[config.mk]
export PLATFORM = sky130hd
export DESIGN_NAME = asrt_cell
export DESIGN_NICKNAME = d
export VERILOG_FILES = /design/src/hw/rtl/asrt_pkg.sv /design/src/hw/rtl/asrt_cell.sv
export SDC_FILE = /design/constraint.sdc
export NUM_CORES = 1
export LEC_CHECK = 0
export ABC_CLOCK_PERIOD_IN_PS = 7900
export BUFFER_PORTS_ARGS = -buffer_cell sky130_fd_sc_hd__clkbuf_2
export CAP_MARGIN = 20
export CORE_MARGIN = 1
export CORE_UTILIZATION = 49
export DETAILED_ROUTE_END_ITERATION = 12
export GPL_ROUTABILITY_DRIVEN = 1
export PLACE_DENSITY_LB_ADDON = 0.2
export SETUP_SLACK_MARGIN = 0.5
export SLEW_MARGIN = 40
export SYNTH_ARGS = -nofsm -noshare
export SYNTH_HDL_FRONTEND = slang
export SYNTH_SLANG_ARGS = --single-unit
[constraint.sdc]
create_clock -name clk_i -period 7.9 [get_ports clk_i]
set_clock_uncertainty 0.1 [all_clocks]
set_input_delay 0.395 -clock clk_i [delete_from_list [all_inputs] [get_ports clk_i]]
set_output_delay 0.395 -clock clk_i [all_outputs]
set_load 0.1 [all_outputs]
[src/hw/rtl/asrt_pkg.sv]
`timescale 1ns / 1ps
`default_nettype none
// ----------------------------------------------------------------------------
// Ascending sorter package
// Shared types and constants for the insertion-chain sorter.
// ----------------------------------------------------------------------------
package asrt_pkg;

  localparam int unsigned DataWidth = 32;

  typedef logic signed [DataWidth-1:0] data_t;

  typedef struct packed {
    data_t value;
    logic  last;
  } in_req_t;

  typedef struct packed {
    data_t sorted_value;
    logic  final_res;
  } out_rsp_t;

  // Per-cycle command broadcast to every cell of the chain.
  typedef struct packed {
    logic insert;
    logic shift;
  } cell_ctrl_t;

  typedef enum logic {
    StLoad  = 1'b0,
    StDrain = 1'b1
  } state_e;

endpackage
`default_nettype wire

[src/hw/rtl/asrt_cell.sv]
`timescale 1ns / 1ps
`default_nettype none
// ----------------------------------------------------------------------------
// Sorter chain cell
// Holds one element; on insert it keeps its value, takes the new value or
// takes its left neighbor's value; on drain it takes its right neighbor's.
// ----------------------------------------------------------------------------
module asrt_cell (
  input  wire logic                  clk_i,
  input  wire logic                  rst_ni,
  input  wire asrt_pkg::cell_ctrl_t  ctrl_i,
  input  wire asrt_pkg::data_t       new_value_i,
  input  wire logic                  left_disp_i,
  input  wire asrt_pkg::data_t       left_value_i,
  input  wire logic                  left_valid_i,
  input  wire asrt_pkg::data_t       right_value_i,
  input  wire logic                  right_valid_i,
  output logic                       disp_o,
  output asrt_pkg::data_t            value_o,
  output logic                       valid_o
);

  asrt_pkg::data_t value_q, value_d;
  logic            valid_q, valid_d;
  logic            disp;

  // An empty cell counts as larger than any value.
  assign disp = !valid_q || (new_value_i < value_q);

  always_comb begin
    value_d = value_q;
    valid_d = valid_q;
    if (ctrl_i.shift) begin
      value_d = right_value_i;
      valid_d = right_valid_i;
    end else if (ctrl_i.insert && disp) begin
      if (left_disp_i) begin
        value_d = left_value_i;
        valid_d = left_valid_i;
      end else begin
        value_d = new_value_i;
        valid_d = 1'b1;
      end
    end
  end

  always_ff @(posedge clk_i or negedge rst_ni) begin
    if (!rst_ni) begin
      valid_q <= 1'b0;
    end else begin
      valid_q <= valid_d;
    end
  end

  always_ff @(posedge clk_i) begin
    value_q <= value_d;
  end

  assign disp_o  = disp;
  assign value_o = value_q;
  assign valid_o = valid_q;

endmodule
`default_nettype wire
* After elaboration in Yosys (flattened, before gate mapping)
Index checks and enable logic that the tools add are counted.
Operators by class: multiplexer cells 6, reduce and logical (&&, ||, !) cells 4, order comparisons 1
Operators with widths (count):
- 32-bit two-way mux | 3
- 32-bit less-than comparator | 1
- 1-bit two-way mux | 3
- 2-bit nonzero test | 1
- 1-bit logical AND | 1
- 1-bit zero test | 1
- 1-bit logical OR | 1
Storage, ports and cells: word-level logic and storage cells 13, output and inout port bits 34, bits of input ports 103, register bits 33

* Depth between registers and ports, before layout
Gate-level depths: netlist of the first run.
depth in word-level cells 5, mapped depth 8, depth with buffers taken out 8

* Worst setup path after synthesis of the first run
Ideal clock, no wire load.
path kind register to register, start point register value_q[2] (netlist: value_o[2]), end point register value_q[0] (netlist: value_o[0]), enable pin, setup slack 2.942 ns, stages on the path, launching flop included 9, setup time 0.461 ns, arrival 4.397 ns, period minus slack after synthesis 4.958 ns, cells stage by stage edfxtp_1 -> inv_1 -> ha_1 -> a211o_1 -> a31oi_1 -> o311a_1 -> o41ai_2 -> and3_1 -> nor3_1
On the way: longest elaborated chain between the ends 4
RTL lines:
- start, declared | line asrt_cell.sv:23 | asrt_pkg::data_t value_q, value_d;
- start signal, assigned | line asrt_cell.sv:56 | value_q <= value_d;
- 32-bit less-than comparator | line asrt_cell.sv:28 | assign disp = !valid_q || (new_value_i < value_q);
- 1-bit logical OR | line asrt_cell.sv:28
- 1-bit logical AND | line asrt_cell.sv:36 | end else if (ctrl_i.insert && disp) begin
- 2-bit nonzero test (no line)
No other way between the ends. A chain may end at the register's enable or synchronous reset.

* Final worst setup path of the first run
start point register value_q[7] (netlist: value_o[7]), end point output disp_o
On the way: longest elaborated chain between the ends 2
RTL lines:
- 32-bit less-than comparator | line asrt_cell.sv:28
- 1-bit logical OR | line asrt_cell.sv:28
- end, declared | line asrt_cell.sv:18 | output logic disp_o,
No other way between the ends.

==> results by group, run 1 <==
Run status
  • Status: completed

Drt
  • Detail Route Antenna Nets: 0
  • Met1 Wirelength: between 2000 and 3000 um
  • Top Metal Used: met4
  • Iter 0 DRT Violations: between 80 and 90
  • Routed len/inst: 12.3 um
  • Via count: 2,307
  • DRC: 0
  • WL final: approximately 5700 um
  • Met2 WL: roughly 2700 um
  • DRT Pass-1 Iters: 4
  • Wire length on met3: between 300 and 400 um
  • DR vias/cell: 4.95

STA
  • Setup TNS: 0 ns
  • Tcrit/Tclk final: ~40%
  • Post-route minimum period: roughly 3.1 ns
  • Hold Vio Cnt, Final: 0
  • Worst Max-Slew Pin Slew: between 0.5 and 0.6 ns
  • Fin. max-slew vios: 0
  • Fmax achieved: between 300 and 400 MHz
  • Slew Limit Headroom: a little under 60%
  • RSZ-0062 raised after global routing: false
  • Final setup viols: 0

Clock tree
  • H-tree depth: 2
  • Max Root-Sink Buffers: 2
  • CTS buffer count: 5
  • Clock-pin slew on the worst setup and hold paths: roughly 0.07 ns
  • # resized after CTS: 0
  • Hold-fix buffer count after cts: 1
  • CTS tree: done
  • Clock Tree Root: clkbuf_8
  • Clk sinks: 33
  • Post-CTS Setup Bufs: 0
  • Worst skew pair latency: 0.28 ns

Global routing
  • GRT Util Overall: between 20% and 30%
  • First-pass GRT wire length: around 8900 um
  • Gr ovfl total: 0
  • Antenna violations before repair: 0
  • Largest net degree at the start of global routing: 70
  • Vias in the first global route: approximately 2,000

Placed design
  • Area post-placement: 0.00324 mm2
  • Post-DP HPWL: around 4600 um
  • Gpl congestion: just under 0.8
  • PortBufs: ~140

Critical path
  • Delay-heaviest family, CP: compound AO/OA/AOI/OAI gates
  • Max FO, Critical Path: 3
  • Crit path kind: flop to output port
  • WP buf/inv: 2
  • Crit-path cells: inv_1, ha_1, nand4_1, o311a_1, o41ai_2, a21oi_1, mux2_1, clkbuf_2
  • Critical Path RT: between 7 and 8 ns
  • CP arrival: between 2 and 3 ns
  • CP max stage delay: about 0.38 ns
  • Startpoint Class: flop
  • Slowest CP cell: clkbuf_2
  • Worst setup EP type: output port

Logic synthesis
  • YS warnings: 0
  • Synth Flop Type: edfxtp_1
  • Post-synth EDFFs: 32
  • Post-synthesis compound-gate area fraction: 14.0%
  • Sequential fraction of the synthesis area: between 30% and 40%
  • Post-synthesis simple-gate area fraction: around 11%
  • Post-synth ARST share: approximately 3%
  • Post-synth cell types: 33
  • Yosys top cell by area: edfxtp_1
  • Post-synth design cell area: about 0.0025 mm2
  • Synth area leaders: edfxtp_1 38%, ha_1 16%, mux2i_1 13%
  • Post-Synth Adder-Cell Area: approximately 16%
  • Number of synthesized register bits: 33
  • Main combinational cell family by area after synthesis: adder cells
  • XOR/XNOR Fraction of Synth Area: 0%
  • Post-synthesis net count: 397
  • Synthesized instance count: around 260
  • Avg Cell Area, Syn: between 9 and 10 um2
  • Multiplexer share of the synthesized area: a little over an eighth
  • Synth top area share: around two fifths

Pwr
  • Leak pwr: 1.79 nW
  • Sw Share: about half
  • Maximum VDD drop: between 100 and 150 uV
  • Seq pwr share: roughly 32%
  • Clock Power Share: approximately 17%
  • Sw Pwr: between 0.3 and 0.4 mW
  • Combinational Power Share: between 50% and 60%
  • Cell-internal power: between 0.3 and 0.4 mW
  • Power density over the cells: 225 mW/mm2

Finish
  • Final core utilization: between 60% and 70%
  • Fillcell total: between 400 and 500
  • Most common cell after layout, fill and taps aside: clkbuf_2
  • Area of the multi-input gates: 0.00136 mm2
  • Layout cell share with drive strength beyond 1: ~37%
  • P&R area growth vs syn: 34.1%
  • Final nets: about 530
  • Ant diodes: 0
  • Final instance area: 0.00335 mm2
  • Most frequent cells in the layout: 134 x clkbuf_2, 42 x nand2_1, 35 x o21ai_0
  • Register Area: about 990 um2

Floorplanning
  • Die ar.: 0.00539 mm2
  • Die height: 73.4 um
  • Initial core utilization: 51.9%
  • Num ports: between 100 and 150
  • CORE AREA: 0.00482 mm2
  • Row count: 25
  • Die X: between 70 and 80 um

Min path
  • Worst Hold Class: primary input to flop

Job
  • MaxCap Viol Count: 0
==> final cells by class <==
type / count / share of cell area, %
tap: 67 / 2.50
multi-input combinational: 187 / 40.6
clock buffer: 8 / 2.69
sequential: 33 / 29.4
timing repair buffer: 139 / 21.2
inverter: 32 / 3.59
==> cell families after synthesis <==
| family | Yosys count |
|---|---|
| buffers and inverters | 43 |
| adders and majority gates | 31 |
| AOI/OAI and AO/OA | 60 |
| muxes | 33 |
| and+or+nand+nor | 63 |
| DFF | 33 |
==> sequential cells by signal, indices dropped and copies added (netlist names) <==
name / flops
valid_o: 1
value_o: 32
==> layer usage <==
| metal | track usage [%] | vias to the layer above |
|---|---|---|
| met2 | 38.6 | 91 |
| li1 | - | 1211 |
| met1 | 25.8 | 992 |
| met4 | 8.33 | 0 |
| met3 | 5.35 | 13 |
| met5 | 0 | - |
==> synthesized netlist by cell type, types with 2 or more instances <==
master / number
o21ai_0: 35
edfxtp_1: 32
nand3_1: 2
inv_1: 32
mux2i_1: 32
nor3_1: 2
nand2b_1: 2
buf_2: 3
a21oi_1: 13
clkbuf_1: 8
nand4_1: 6
nor2_1: 4
nand2_1: 42
ha_1: 31
==> worst min-delay path, stage by stage <==
cell	delay, ns
clkbuf_2	0.07
nand2_1	0.04
o21ai_0	0.05
==> power groups by stage <==
stage	sequential [mW]	combinational, mW	clock (mW)
final	0.243	0.384	0.128
after global routing	0.246	0.409	0.139
after CTS	0.243	0.386	0.131
after detailed placement	0.246	0.384	0
after global placement	0.246	0.379	0
after floorplan	0.439	0.113	0
==> worst paths after layout <==
kind                                   startpoint          end  slack, ns  cells past startpoint
worst max-delay path                   value_o[7]       disp_o       4.79                      8
worst min-delay path            right_value_i[27]  value_o[27]       0.29                      3
worst max register to register        value_o[31]   value_o[0]       5.06                      9
worst min register to register            valid_o      valid_o       0.77                      4
max in group asynchronous                  rst_ni      valid_o       7.29                      2
min in group asynchronous                  rst_ni      valid_o       0.32                      2
==> per-stage QoR <==
step / power, mW / setup WS [ns] / hold slack [ns] / cells
2_1_floorplan: 0.552 / 2.94 / -0.000591 / 263
4_1_cts: 0.760 / 4.75 / 0.281 / 466
3_5_place_dp: 0.631 / 4.64 / 0.0716 / 457
5_1_grt: 0.795 / 4.60 / 0.299 / 466
6_report: 0.754 / 4.79 / 0.288 / 466
3_3_place_gp: 0.625 / 4.73 / 0.0702 / 457
Power figures use the tool's default switching activity.
==> inputs of run 2 (changes only) <==
Settings changed: ABC_CLOCK_PERIOD_IN_PS 7900 to 2900, CORE_UTILIZATION 49 to 45.
Clock period 7.9 ns to 2.9 ns, I/O delays scaled along.
==> run 2 against run 1 <==
Effect of this change:
- via count is 6.1% higher
- global-route usage is 1.7 points higher
- first-iteration DRC count is 50% higher
- combinational power grew to 3.3 times the previous value
- wire length is 16% higher
- clock power grew to 2.6 times the previous value
- hold slack worse by 0.25 ns
- sequential share of layout area is 3.4 points lower
- final area is 13% higher
- register-to-register slack worse by 4.7 ns
- die area is 8.6% higher
- critical endpoint unchanged
- largest power group unchanged
==> results by group, run 2 (synthesis results as in run 1) <==
Pwr
  • Leak pwr: 1.94 nW (was 1.79 nW)
  • Tot Pwr: 2.27 mW (was 0.754 mW)
  • Cell-internal power: 1.18 mW (was 0.387 mW)
  • Sw Share: 47.9% (was 48.7%)
  • Combinational Power Share: 55.9% (was 50.9%)
  • Seq pwr share: 29.2% (was 32.2%)
  • Maximum VDD drop: 337 uV (was 112 uV)
  • Sw Pwr: 1.09 mW (was 0.367 mW)
  • Power density over the cells: 598 mW/mm2 (was 225 mW/mm2)
  • Clock Power Share: 14.9% (was 16.9%)

Finish
  • Register Area: 986 um2 (unchanged)
  • Final instance area: 0.00379 mm2 (was 0.00335 mm2)
  • Final core utilization: 72.4% (was 69.5%)
  • Number of flip-flops in the largest register: 32 (unchanged)
  • Most common cell after layout, fill and taps aside: clkbuf_2 (unchanged)
  • P&R area growth vs syn: 51.7% (was 34.1%)
  • Most frequent cells in the layout: 135 x clkbuf_2, 42 x nand2_1, 35 x o21ai_0, 32 x mux2i_1, 32 x edfxtp_1 (was 134 x clkbuf_2, 42 x nand2_1, 35 x o21ai_0)
  • Ant diodes: 0 (unchanged)
  • Fillcell total: 408 (was 423)
  • Area of the multi-input gates: 0.00156 mm2 (was 0.00136 mm2)
  • Final nets: 548 (was 532)
  • Post-Layout Cell Count: 485 (was 466)
  • Layout cell share with drive strength beyond 1: 45.8% (was 36.8%)

Global routing
  • Met1 usage: 27.0% (was 25.8%)
  • GRT Util Overall: 23.6% (was 21.9%)
  • Largest net degree at the start of global routing: 37 (was 70)
  • Gr ovfl total: 0 (unchanged)
  • Most used routing layer: met2 (unchanged)
  • First-pass GRT wire length: 10,800 um (was 8870 um)
  • GR Layer Usage met3: 5.75% (was 5.35%)
  • Vias in the first global route: 2,326 (was 2,016)
  • Antenna violations before repair: 0 (unchanged)
  • Met2 GRT Util: 42.7% (was 38.6%)

STA
  • Post-route minimum period: 2.64 ns
  • Final setup viols: 0 (unchanged)
  • Slew Limit Headroom: 60.5% (was 59.6%)
  • Min Hold Slack: 0.0343 ns (was 0.288 ns)
  • Worst Max-Slew Pin Slew: 0.592 ns (was 0.597 ns)
  • Setup TNS: 0 ns (unchanged)
  • Tcrit/Tclk final: slightly above 90%
  • RSZ-0062 raised after global routing: true (was false)
  • Worst setup margin: 0.261 ns (was 4.79 ns)
  • Fmax achieved: around 380 MHz
  • Fin. max-slew vios: 0 (unchanged)
  • Hold Vio Cnt, Final: 0 (unchanged)

Placed design
  • Gpl congestion: 0.744 (was 0.777)
  • PortBufs: 136 (unchanged)
  • Post-DP HPWL: 5070 um (was 4580 um)
  • Placed instance count: 463 (was 457)
  • Area post-placement: 0.00336 mm2 (was 0.00324 mm2)
  • Pre-CTS WS: -0.0635 ns (was 4.64 ns)

Job
  • MaxCap Viol Count: 0 (unchanged)

Critical path
  • RR Startpoint: value_o[31] (unchanged)
  • CP startpoint: value_o[31] (was value_o[7])
  • Critical Path RT: 2.65 ns (was 7.40 ns)
  • Reg2Reg Depth: 11 (was 9)
  • Worst setup EP type: output port (unchanged)
  • CP arrival: 2.39 ns (was 2.61 ns)
  • Reg-to-reg setup timing slack: 0.34 ns (was 5.06 ns)
  • Max FO, Critical Path: 4 (was 3)
  • Startpoint Class: flop (unchanged)
  • Crit path kind: flop to output port (unchanged)
  • Crit path to: disp_o (unchanged)
  • R2r endpoint: value_o[25] (was value_o[0])

Clock tree
  • Clk sinks: 33 (unchanged)
  • Clock Tree Root: clkbuf_8 (unchanged)
  • CTS buffer count: 5 (unchanged)
  • H-tree depth: 2 (unchanged)
  • Max Root-Sink Buffers: 2 (unchanged)
  • Worst skew pair latency: 0.29 ns (was 0.28 ns)
  • CTS tree: done (unchanged)
  • Clock-pin slew on the worst setup and hold paths: 0.07 ns (about the same)

Drt
  • WL final: 6610 um (was 5720 um)
  • DRT Pass-1 Iters: 4 (unchanged)
  • Iter 0 DRT Violations: 132 (was 88)
  • Via count: 2,448 (was 2,307)
  • Routed len/inst: 13.6 um (was 12.3 um)
  • DRC: 0 (unchanged)
  • DR vias/cell: 5.05 (was 4.95)
  • Detail Route Antenna Nets: 0 (unchanged)

Floorplanning
  • Row count: 26 (was 25)
  • Die X: 76.5 um (was 73.4 um)
  • Die ar.: 0.00585 mm2 (was 0.00539 mm2)
  • Initial core utilization: 47.7% (was 51.9%)
  • CORE AREA: 0.00524 mm2 (was 0.00482 mm2)
  • Num ports: 137 (unchanged)
  • Die height: 76.5 um (was 73.4 um)

Run status
  • Status: completed (unchanged)

Min path
  • Worst Hold Class: primary input to flop (unchanged)
-- run 2: cell count changes in the layout (fill, tap and decap cells not counted), sizes merged --
cell	change
buf	+15
clkbuf	+1
-- run 2: worst min path at each step --
stage	from	endpoint	depth (start not counted)
after detailed placement	rst_ni	valid_o	1
after floorplan	rst_ni	valid_o	0
final	right_value_i[25]	value_o[25]	3
after CTS	right_value_i[25]	value_o[25]	3
after global placement	rst_ni	valid_o	1
after global routing	right_value_i[14]	value_o[14]	3
-- run 2: power groups by stage --
stage | Clock [mW] | Sequential [mW] | Combinational, mW
2_1_floorplan | 0 | 1.19 | 0.337
3_3_place_gp | 0 | 0.667 | 1.08
3_5_place_dp | 0 | 0.672 | 1.10
4_1_cts | 0.343 | 0.662 | 1.23
5_1_grt | 0.365 | 0.672 | 1.35
6_report | 0.338 | 0.662 | 1.27
-- run 2: layout make-up --
cell class | count | area share, %
multi-input cells | 187 | 41.2
repair buffers | 155 | 25.2
flip-flops and latches | 33 | 26.0
well taps | 70 | 2.31
clock buffers | 8 | 2.11
inverters | 32 | 3.17
-- run 2: critical path, stage by stage, from the launching register on --
cell	delay, ns
edfxtp_1	0.38
inv_2	0.05
ha_4	0.26
nand4_1	0.20
nor4_1	0.55
a21oi_2	0.13
mux2_4	0.32
clkbuf_16	0.20
-- run 2: metal layers --
layer  part of all wire, %  up-vias  routed length [um]
li1                      -     1249                   -
met1                    43     1081                2830
met5                     0        -                   0
met3                   6.4       14                 424
met4                   1.8        0                 122
met2                    49      104                3240
-- run 2: repair_timing --
| action | in CTS | in global routing |
|---|---|---|
| setup endpoints to repair | 33 | 34 |
| hold endpoints to repair | 1 | 0 |
| setup buffers | 7 | 2 |
| hold buffers | 1 | 0 |
| resized for setup | 19 | 7 |
| pin swaps | 13 | 4 |
| cloned | 3 | 1 |
